<file path="src/rtl/core/stsma_pkg.sv">
// Package for the sparse triplet sort/merge/add block.
// Holds list geometry, item codes, payload structs and the control state type.
// No dependencies.
`timescale 1ns / 1ps
`default_nettype none
package stsma_pkg;

   localparam int LIST_DEPTH = 32;
   localparam int ADDR_W     = $clog2(LIST_DEPTH);
   localparam int CNT_W      = $clog2(LIST_DEPTH + 1);

   // item kinds
   localparam logic [1:0] KIND_LOAD_A = 2'd0;
   localparam logic [1:0] KIND_LOAD_B = 2'd1;
   localparam logic [1:0] KIND_START  = 2'd2;

   // one stored triplet; {row, col} is the sort key
   typedef struct packed {
      logic        [15:0] row;
      logic        [15:0] col;
      logic signed [31:0] value;
   } entry_type;

   typedef struct packed {
      logic        [1:0]  kind;
      logic        [15:0] row_index;
      logic        [15:0] col_index;
      logic signed [31:0] entry_value;
   } req_payload_type;

   typedef struct packed {
      logic        [15:0] out_row;
      logic        [15:0] out_col;
      logic signed [31:0] out_value;
      logic               is_last;
      logic               load_overflow;
   } rsp_payload_type;

   // which heads the merge consumes
   typedef struct packed {
      logic take_a;
      logic take_b;
   } pick_type;

   typedef enum logic [2:0] {
      ST_IDLE,
      ST_INS_RD,
      ST_INS_CMP,
      ST_INS_PUT,
      ST_MRG_RD,
      ST_MRG_CMP
   } state_type;

endpackage
`default_nettype wire

</file>
<file path="src/rtl/core/stsma_if.sv">
// Valid/ready channel interfaces for request and response transactions.
// Depends on stsma_pkg for the payload structs.
`timescale 1ns / 1ps
`default_nettype none
interface stsma_req_if;
   import stsma_pkg::*;
   logic            valid;
   logic            ready;
   req_payload_type payload;
   modport source (output valid, output payload, input ready);
   modport sink   (input valid, input payload, output ready);
endinterface

interface stsma_rsp_if;
   import stsma_pkg::*;
   logic            valid;
   logic            ready;
   rsp_payload_type payload;
   modport source (output valid, output payload, input ready);
   modport sink   (input valid, input payload, output ready);
endinterface
`default_nettype wire

</file>
<file path="src/rtl/core/sparse_triplet_sort_merge_add.sv">
// Top level of the sparse triplet sort/merge/add block.
// Depends on stsma_pkg, stsma_if and stsma_pick.
//
// Load transactions append a (row, col, value) triplet to list A or B; each
// list lives in a 32-entry single-write memory with registered read data and
// is kept in row-major order by insertion at load time (stable: a new entry
// goes after equal keys). A load into an empty or a full list is handled in
// the idle state; any other load moves each stored entry with a larger key up
// one slot (read, then compare and write back) and then writes the new entry.
// A start transaction reads both heads, then compares and emits, once per
// result, and holds on any stall on the response channel; equal coordinates
// give one saturated sum. After the run both lists and the overflow flag are
// cleared. Loads into a full list are dropped and flagged on every result of
// the next run. No transaction is accepted while a load insertion or a merge
// run is in progress.
`timescale 1ns / 1ps
`default_nettype none
module sparse_triplet_sort_merge_add (
   input  wire         clock,
   input  wire         reset,
   stsma_req_if.sink   req_ch,
   stsma_rsp_if.source rsp_ch
);
   import stsma_pkg::*;

   // list memories
   entry_type mem_a [LIST_DEPTH];
   entry_type mem_b [LIST_DEPTH];

   state_type         state_ff, state_in;
   logic [CNT_W-1:0]  cnt_a_ff, cnt_a_in;
   logic [CNT_W-1:0]  cnt_b_ff, cnt_b_in;
   logic              ovf_ff, ovf_in;
   logic              sel_b_ff, sel_b_in;
   entry_type         hold_ff, hold_in;
   logic [CNT_W-1:0]  pos_ff, pos_in;
   logic [CNT_W-1:0]  idx_a_ff, idx_a_in;
   logic [CNT_W-1:0]  idx_b_ff, idx_b_in;
   entry_type         rd_a_ff, rd_b_ff;
   logic              rsp_valid_ff, rsp_valid_in;
   rsp_payload_type   rsp_data_ff, rsp_data_in;

   logic              wr_a_en, wr_b_en;
   logic [ADDR_W-1:0] wr_addr;
   entry_type         wr_data;
   logic [ADDR_W-1:0] rd_addr_a, rd_addr_b;

   logic              req_fire;
   logic              load_b;
   logic [CNT_W-1:0]  load_cnt;
   entry_type         req_entry;
   entry_type         ins_data;
   logic [CNT_W-1:0]  pos_dec;
   logic              shift_up;
   logic              has_a, has_b;
   pick_type          pick;
   entry_type         merged;
   logic              emit_ok;
   logic [CNT_W-1:0]  idx_a_next, idx_b_next;
   logic              run_last;

   // request decode
   assign req_ch.ready = (state_ff == ST_IDLE);
   assign req_fire     = req_ch.valid && req_ch.ready;
   assign load_b       = (req_ch.payload.kind == KIND_LOAD_B);
   assign load_cnt     = load_b ? cnt_b_ff : cnt_a_ff;
   assign req_entry    = '{row: req_ch.payload.row_index,
                           col: req_ch.payload.col_index,
                           value: req_ch.payload.entry_value};

   // insertion compare
   assign ins_data = sel_b_ff ? rd_b_ff : rd_a_ff;
   assign pos_dec  = pos_ff - CNT_W'(1);
   assign shift_up = {ins_data.row, ins_data.col} > {hold_ff.row, hold_ff.col};

   // merge heads
   assign has_a      = idx_a_ff < cnt_a_ff;
   assign has_b      = idx_b_ff < cnt_b_ff;
   assign emit_ok    = !rsp_valid_ff || rsp_ch.ready;
   assign idx_a_next = idx_a_ff + CNT_W'(pick.take_a);
   assign idx_b_next = idx_b_ff + CNT_W'(pick.take_b);
   assign run_last   = (idx_a_next == cnt_a_ff) && (idx_b_next == cnt_b_ff);

   stsma_pick u_pick (
      .has_a  (has_a),
      .has_b  (has_b),
      .head_a (rd_a_ff),
      .head_b (rd_b_ff),
      .pick   (pick),
      .result (merged)
   );

   // read addresses
   always_comb begin
      if (state_ff == ST_INS_RD) begin
         rd_addr_a = pos_dec[ADDR_W-1:0];
         rd_addr_b = pos_dec[ADDR_W-1:0];
      end else begin
         rd_addr_a = idx_a_ff[ADDR_W-1:0];
         rd_addr_b = idx_b_ff[ADDR_W-1:0];
      end
   end

   // next state
   always_comb begin
      state_in = state_ff;
      case (state_ff)
         ST_IDLE: begin
            if (req_fire) begin
               if ((req_ch.payload.kind == KIND_LOAD_A || req_ch.payload.kind == KIND_LOAD_B)
                   && load_cnt != CNT_W'(LIST_DEPTH) && load_cnt != '0) begin
                  state_in = ST_INS_RD;
               end else if (req_ch.payload.kind == KIND_START
                            && (cnt_a_ff != '0 || cnt_b_ff != '0)) begin
                  state_in = ST_MRG_RD;
               end
            end
         end
         ST_INS_RD:  state_in = ST_INS_CMP;
         ST_INS_CMP: begin
            if (!shift_up) begin
               state_in = ST_IDLE;
            end else if (pos_dec == '0) begin
               state_in = ST_INS_PUT;
            end else begin
               state_in = ST_INS_RD;
            end
         end
         ST_INS_PUT: state_in = ST_IDLE;
         ST_MRG_RD:  state_in = ST_MRG_CMP;
         ST_MRG_CMP: begin
            if (emit_ok) begin
               state_in = run_last ? ST_IDLE : ST_MRG_RD;
            end
         end
         default:    state_in = ST_IDLE;
      endcase
   end

   // datapath and memory write control
   always_comb begin
      cnt_a_in     = cnt_a_ff;
      cnt_b_in     = cnt_b_ff;
      ovf_in       = ovf_ff;
      sel_b_in     = sel_b_ff;
      hold_in      = hold_ff;
      pos_in       = pos_ff;
      idx_a_in     = idx_a_ff;
      idx_b_in     = idx_b_ff;
      rsp_valid_in = rsp_valid_ff && !rsp_ch.ready;
      rsp_data_in  = rsp_data_ff;
      wr_a_en      = 1'b0;
      wr_b_en      = 1'b0;
      wr_addr      = pos_ff[ADDR_W-1:0];
      wr_data      = hold_ff;
      case (state_ff)
         ST_IDLE: begin
            if (req_fire) begin
               case (req_ch.payload.kind)
                  KIND_LOAD_A, KIND_LOAD_B: begin
                     if (load_cnt == CNT_W'(LIST_DEPTH)) begin
                        ovf_in = 1'b1;
                     end else if (load_cnt == '0) begin
                        // empty list: write straight to slot 0
                        wr_a_en = !load_b;
                        wr_b_en = load_b;
                        wr_addr = '0;
                        wr_data = req_entry;
                        if (load_b) begin
                           cnt_b_in = CNT_W'(1);
                        end else begin
                           cnt_a_in = CNT_W'(1);
                        end
                     end else begin
                        hold_in  = req_entry;
                        sel_b_in = load_b;
                        pos_in   = load_cnt;
                     end
                  end
                  KIND_START: begin
                     idx_a_in = '0;
                     idx_b_in = '0;
                     if (cnt_a_ff == '0 && cnt_b_ff == '0) begin
                        ovf_in = 1'b0;
                     end
                  end
                  default: ;
               endcase
            end
         end
         ST_INS_CMP: begin
            wr_a_en = !sel_b_ff;
            wr_b_en = sel_b_ff;
            if (shift_up) begin
               // move the larger entry up one slot
               wr_data = ins_data;
               pos_in  = pos_dec;
            end else begin
               if (sel_b_ff) begin
                  cnt_b_in = cnt_b_ff + CNT_W'(1);
               end else begin
                  cnt_a_in = cnt_a_ff + CNT_W'(1);
               end
            end
         end
         ST_INS_PUT: begin
            wr_a_en = !sel_b_ff;
            wr_b_en = sel_b_ff;
            if (sel_b_ff) begin
               cnt_b_in = cnt_b_ff + CNT_W'(1);
            end else begin
               cnt_a_in = cnt_a_ff + CNT_W'(1);
            end
         end
         ST_MRG_CMP: begin
            if (emit_ok) begin
               rsp_valid_in = 1'b1;
               rsp_data_in  = '{out_row: merged.row, out_col: merged.col,
                                out_value: merged.value, is_last: run_last,
                                load_overflow: ovf_ff};
               idx_a_in     = idx_a_next;
               idx_b_in     = idx_b_next;
               if (run_last) begin
                  cnt_a_in = '0;
                  cnt_b_in = '0;
                  ovf_in   = 1'b0;
               end
            end
         end
         default: ;
      endcase
   end

   // control registers
   always_ff @(posedge clock) begin
      if (reset) begin
         state_ff     <= ST_IDLE;
         cnt_a_ff     <= '0;
         cnt_b_ff     <= '0;
         ovf_ff       <= 1'b0;
         rsp_valid_ff <= 1'b0;
      end else begin
         state_ff     <= state_in;
         cnt_a_ff     <= cnt_a_in;
         cnt_b_ff     <= cnt_b_in;
         ovf_ff       <= ovf_in;
         rsp_valid_ff <= rsp_valid_in;
      end
   end

   // payload registers
   always_ff @(posedge clock) begin
      sel_b_ff    <= sel_b_in;
      hold_ff     <= hold_in;
      pos_ff      <= pos_in;
      idx_a_ff    <= idx_a_in;
      idx_b_ff    <= idx_b_in;
      rsp_data_ff <= rsp_data_in;
   end

   // list memories: one write port, one registered read port each
   always_ff @(posedge clock) begin
      if (wr_a_en) begin
         mem_a[wr_addr] <= wr_data;
      end
      rd_a_ff <= mem_a[rd_addr_a];
   end

   always_ff @(posedge clock) begin
      if (wr_b_en) begin
         mem_b[wr_addr] <= wr_data;
      end
      rd_b_ff <= mem_b[rd_addr_b];
   end

   assign rsp_ch.valid   = rsp_valid_ff;
   assign rsp_ch.payload = rsp_data_ff;

endmodule
`default_nettype wire

</file>
<file path="src/rtl/core/stsma_pick.sv">
// Merge decision: compares the heads of both sorted lists and forms the
// emitted entry, summing equal coordinates with 32-bit saturation. Uses stsma_pkg.
`timescale 1ns / 1ps
`default_nettype none
module stsma_pick (
   input  wire                  has_a,
   input  wire                  has_b,
   input  stsma_pkg::entry_type head_a,
   input  stsma_pkg::entry_type head_b,
   output stsma_pkg::pick_type  pick,
   output stsma_pkg::entry_type result
);
   import stsma_pkg::*;

   logic [31:0]        key_a;
   logic [31:0]        key_b;
   logic signed [32:0] sum;
   logic signed [31:0] sum_sat;

   assign key_a = {head_a.row, head_a.col};
   assign key_b = {head_b.row, head_b.col};

   // saturating sum of two Q16.16 values
   assign sum = 33'(head_a.value) + 33'(head_b.value);
   always_comb begin
      if (sum[32] != sum[31]) begin
         sum_sat = sum[32] ? 32'sh8000_0000 : 32'sh7fff_ffff;
      end else begin
         sum_sat = sum[31:0];
      end
   end

   // smaller key goes first, equal keys consume both heads
   always_comb begin
      pick.take_a = has_a && (!has_b || key_a <= key_b);
      pick.take_b = has_b && (!has_a || key_b <= key_a);
      if (pick.take_a && pick.take_b) begin
         result = '{row: head_a.row, col: head_a.col, value: sum_sat};
      end else if (pick.take_a) begin
         result = head_a;
      end else begin
         result = head_b;
      end
   end

endmodule
`default_nettype wire

</file>
<file path="src/flat_wrapper.sv">
// flat-port wrapper written by rule: the top's interface ports become plain ports
module sparse_triplet_sort_merge_add_flat import stsma_pkg::*;
  (clock, reset, req_ch_valid, req_ch_payload, req_ch_ready, rsp_ch_valid, rsp_ch_payload, rsp_ch_ready);
  stsma_req_if req_ch_i ();
  stsma_rsp_if rsp_ch_i ();
  input  wire clock;
  input  wire reset;
  input wire logic [$bits(req_ch_i.valid)-1:0] req_ch_valid;
  input wire logic [$bits(req_ch_i.payload)-1:0] req_ch_payload;
  output wire logic [$bits(req_ch_i.ready)-1:0] req_ch_ready;
  output wire logic [$bits(rsp_ch_i.valid)-1:0] rsp_ch_valid;
  output wire logic [$bits(rsp_ch_i.payload)-1:0] rsp_ch_payload;
  input wire logic [$bits(rsp_ch_i.ready)-1:0] rsp_ch_ready;
  assign req_ch_i.valid = req_ch_valid;
  assign req_ch_i.payload = req_ch_payload;
  assign req_ch_ready = req_ch_i.ready;
  assign rsp_ch_valid = rsp_ch_i.valid;
  assign rsp_ch_payload = rsp_ch_i.payload;
  assign rsp_ch_i.ready = rsp_ch_ready;
  sparse_triplet_sort_merge_add u_core (.clock(clock), .reset(reset), .req_ch(req_ch_i), .rsp_ch(rsp_ch_i));
endmodule
</file>
<file path="config.mk">
export PLATFORM = sky130hd
export DESIGN_NAME = sparse_triplet_sort_merge_add_flat
export DESIGN_NICKNAME = d
export VERILOG_FILES = /design/src/rtl/core/stsma_pkg.sv /design/src/rtl/core/stsma_if.sv /design/src/rtl/core/sparse_triplet_sort_merge_add.sv /design/src/rtl/core/stsma_pick.sv /design/src/flat_wrapper.sv
export SDC_FILE = /design/constraint.sdc
export NUM_CORES = 2
export LEC_CHECK = 0
export BUFFER_PORTS_ARGS = -buffer_cell sky130_fd_sc_hd__buf_2
export CAP_MARGIN = 30
export CORE_MARGIN = 4
export CORE_UTILIZATION = 55
export DETAILED_ROUTE_END_ITERATION = 10
export GPL_ROUTABILITY_DRIVEN = 0
export PLACE_DENSITY = 0.71
export SLEW_MARGIN = 20
export SYNTH_ARGS = -nofsm -noshare
export SYNTH_HDL_FRONTEND = slang
export SYNTH_SLANG_ARGS = --single-unit
</file>
<file path="constraint.sdc">
create_clock -name clock -period 6.7 [get_ports clock]
set_input_delay 1.005 -clock clock [delete_from_list [all_inputs] [get_ports clock]]
set_output_delay 1.005 -clock clock [all_outputs]
set_load 0.05 [all_outputs]
</file>
==> metrics.md <==
| Metric | Value |
|---|---|
| Clock slew at reported path FFs | 0.06 ns |
| Crit path DAT | 6.83 ns |
| Yosys cell types | 74 |
| Worst r2r src | u_core.rd_a_ff[59]$_DFF_P_ |
| Util after Layout | 0.624 |
| Fraction of registers with async set/reset | 0 |
| Worst Path Max Fanout | 9 |
| Core area | 312000 um^2 |
| Die H | 567 um |
| Largest net degree at the start of global routing | 149 |
| EDFF count, synth | 4245 |
| Tot GR Track Use | 0.284 |
| GR Overflow Total | 0 |
| Final setup violation count | 0 |
| Total wire length | 460000 um |
| Post_cts resized | 0 |
| Root buffer cell | clkbuf_16 |
| Ys Warns | 0 |
| Cell Pwr Density | about 320 nW/um^2 |
| First-pass GRT wire length | 653000 um |
| Chip width | 567 um |
| Critical path type | flip-flop to flip-flop |
| CTS Buffer Depth | 4 |
| First-pass iteration count of the detailed router | 6 |
| Syn Area/Cell | 20.9 um^2 |
| Vias in the first global route | 87764 |
| Worst-Margin Slew | 1.19 ns |
| Synth Instances | 8244 |
| Critical Path RT | 7.55 ns |
| Die area | 322000 um^2 |
| FF-to-FF path depth | 20 |
| Fin Clk Skew | 0.0614 ns |
| Clk Latency, worst-skew pair | approximately 0.99 ns |
| Final setup TNS | 0 ns |
| CP top delay family | simple AND/OR/NAND/NOR gates |
| Syn nets | roughly 8400 |
| Leak | 0.0625 uW |
| Outcome | finished clean |
| Final Max Slew Viols | 0 |
| Period utilisation layout | 0.892 |
| Final nets | ~8900 |
| Ports | 138 |
| Most used cell, CP | ha_1 |
| Design area | 194000 um^2 |
| CTS tree | built |
| Startpoint Class | flip-flop |
| Max-slew headroom | 0.210 |
| Max Cap Viol | 0 |
| Fin crit period | 5.98 ns |
| Post-DP Area | 180000 um^2 |
| Power, Total | 61500 uW |
| CTS Hold Buffers Added | 0 |
| DR DRC count | 0 |
| FILL cells | approximately 21000 |
| Hold WS | around 0.25 ns |
| Post-CTS setup buffers | 0 |
| PortBufs | 137 |
| Starting Density | 0.552 |
| Post-DP HPWL | 256000 um |
| Hold Path Cell Cnt | 1 |
| Cts bufs inserted | 423 |
| RR Endpoint | u_core.cnt_b_ff[5]$_SDFFE_PP0P_ |
| Synthesized flop and latch total | between 4000 and 5000 |
| H-tree depth reported by CTS | 5 |
| Hold Fails Final Rpt | 0 |
| Hold crit path type | input pin to flip-flop |
| Antenna-violating nets left | 0 |
| CP cell instances | inv_1, ha_1, nand4_1, nor2_1, and3_1, nand4_1, inv_1, o31ai_4, inv_2, ha_1, ha_1, nand3_1, xnor3_1, or4_1, nor4_4, nand2_1, o21ai_1, and3_1, o21ai_0, a21o_1 |
| Top_reg_cell synth | edfxtp_1 |
| WHS Endpoint | u_core.hold_ff[7]$_DFFE_PP_ |
| FMAX | 167 MHz |
| Row cnt | 205 |
| Starting DRT DRC Count | 11741 |
| Avg WL per Cell | 34.8 um |
| Share of cells above drive strength 1 | 0.278 |
| Register area share after synthesis | 0.757 |
| Cell area after synthesis | 172000 um^2 |
| Critical path buffers and inverters | 3 |
| RSZ-0062 raised after global routing | false |
| CP max stage delay | 0.72 ns |
| Crit-path slowest cell | nand4_1 |
| FF-to-FF setup slack | ~0.72 ns |
| CP Capture Type | flip-flop |
| Via count | 87617 |
| Via-to-Cell Ratio | 6.62 |
| Clock sink total | about 4400 |
| Worst Min Path Start | req_ch_payload[7] |
| Area grow syn2layout | 12.9% |
| Initial antenna violation count | 25 |
| VDD IR-drop max | 0.000238 V |
[through the flow]
step / setup slack (ns) / cells
floorplan: 0.775 / 8244
global placement: 0.870 / 12405
detailed placement: 1.34 / 12413
CTS: 1.30 / 13196
global route: 0.670 / 13221
finish: 0.724 / 13228
[kinds of logic after synthesis]
kind of cell	after synthesis	synth area share
AO/OA/AOI/OAI	811	0.0294
XOR/XNOR	55	0.00304
buffers and inverters	545	0.0149
adder cells (fa/ha/maj)	119	0.00869
AND/OR/NAND/NOR	751	0.0190
multiplexers	1573	0.168
flip-flops	4390	0.757
[registers in the layout, indices dropped and copies added, names as in the netlist, 3 cells and up]
register / count
u_core.cnt_b_ff: 6
u_core.rd_a_ff: 64
u_core.pos_ff: 6
u_core.rd_b_ff: 64
u_core.mem_b: 2048
u_core.hold_ff: 64
u_core.idx_b_ff: 6
u_core.mem_a: 2048
u_core.rsp_ch.payload: 66
u_core.idx_a_ff: 6
u_core.state_ff: 3
u_core.cnt_a_ff: 6
[final cells by class]
| cell class | instances | area [um^2] | area share |
|---|---|---|---|
| Clock inverter | 240 | 2550 | 0.0131 |
| Timing Repair Buffer | 476 | 4600 | 0.0237 |
| Clock buffer | 543 | 11300 | 0.0581 |
| Inverter | 100 | 375 | 0.00193 |
| Sequential cell | 4390 | 130000 | 0.671 |
| Antenna cell | 30 | 75.1 | 0.000386 |
| Multi-Input combinational cell | 3309 | 40000 | 0.206 |
| Tap cell | 4140 | 5180 | 0.0266 |
[cells in the final DEF, fill, tap and decap left out, types with 164 or more instances in the layout]
cell type     n
clkbuf_16   427
mux2i_1     292
o21ai_0     164
o21ai_1     169
buf_4       228
mux4_2     1024
nand2_1     336
edfxtp_1   4245
mux2_2      256
nor2_1      168
[worst reg2reg max path, cell delays in order (launching register included)]
cell and delay [ns]:
dfxtp_1 0.30, inv_1 0.06, ha_1 0.30, nand4_1 0.11
nor2_1 0.66, and3_1 0.28, nand4_1 0.72, inv_1 0.37
o31ai_4 0.08, inv_2 0.39, ha_1 0.27, ha_1 0.19
nand3_1 0.13, xnor3_1 0.20, or4_1 0.57, nor4_4 0.22
nand2_1 0.13, o21ai_1 0.15, and3_1 0.37, o21ai_0 0.13
a21o_1 0.20
[how the worst max path moves through the flow]
| stage | start | to | slack, ns | cells past startpoint |
|---|---|---|---|---|
| after global routing | u_core.rd_a_ff[59]$_DFF_P_ | u_core.cnt_b_ff[3]$_SDFFE_PP0P_ | 0.67 | 20 |
| after detailed placement | u_core.rd_a_ff[59]$_DFF_P_ | u_core.cnt_b_ff[5]$_SDFFE_PP0P_ | 1.34 | 20 |
| after CTS | u_core.rd_a_ff[59]$_DFF_P_ | u_core.cnt_b_ff[5]$_SDFFE_PP0P_ | 1.30 | 20 |
| final | u_core.rd_a_ff[59]$_DFF_P_ | u_core.cnt_b_ff[5]$_SDFFE_PP0P_ | 0.72 | 20 |
| after floorplan | req_ch_payload[64] | u_core.mem_a[15][0]$_DFFE_PP_ | 0.78 | 11 |
| after global placement | u_core.sel_b_ff$_DFFE_PP_ | u_core.mem_b[27][7]$_DFFE_PP_ | 0.87 | 15 |
[layer usage]
metal  vias to the layer above  share of wire  global-route usage
met4                         6          0.063               0.148
li1                      35066              -                   -
met1                     46230           0.36               0.375
met5                         -       0.000072                   0
met3                      1089           0.10              0.0618
met2                      5226           0.48               0.450
[power by group]
group          internal [uW]  switching (uW)  leakage, uW
registers              31000             324       0.0394
clock network          13600           10200      0.00676
logic                   2380            4060       0.0163
total                  46900           14600       0.0625
[Yosys cell counts (4+ instances only)]
cell      number  area share
nand2_1      336      0.0073
a22oi_1       18     0.00078
buf_4         74      0.0032
or3_1          9     0.00033
mux4_2      1024        0.13
xor2_1        14     0.00071
o211ai_1     143      0.0062
and3_1         7     0.00025
ha_1         118      0.0086
xnor2_1       38      0.0019
buf_6         12     0.00078
nand2b_1      13     0.00047
o31ai_1        7     0.00031
a211oi_1       5     0.00022
a21o_1        22     0.00096
inv_1         98      0.0021
nor2_1       233      0.0051
o21a_1         7     0.00031
mux2i_1      293       0.017
o21bai_1       4     0.00017
nand4_1       23     0.00084
o22ai_1        4     0.00015
a31oi_1       11     0.00040
nor3_1        18     0.00052
o21ai_1      175      0.0051
edfxtp_1    4245        0.74
o21ai_0      168      0.0049
buf_1         63      0.0014
mux2_2       256       0.017
a221o_1       65      0.0038
buf_2        116      0.0034
and2_1         7     0.00025
a21oi_1      150      0.0044
clkbuf_1     180      0.0039
a211o_1        4     0.00020
nand3_1       32     0.00093
nor2b_1       43      0.0016
dfxtp_1      145       0.017
nor3b_1       11     0.00048
No activity file was read; power rests on OpenSTA's default activity.
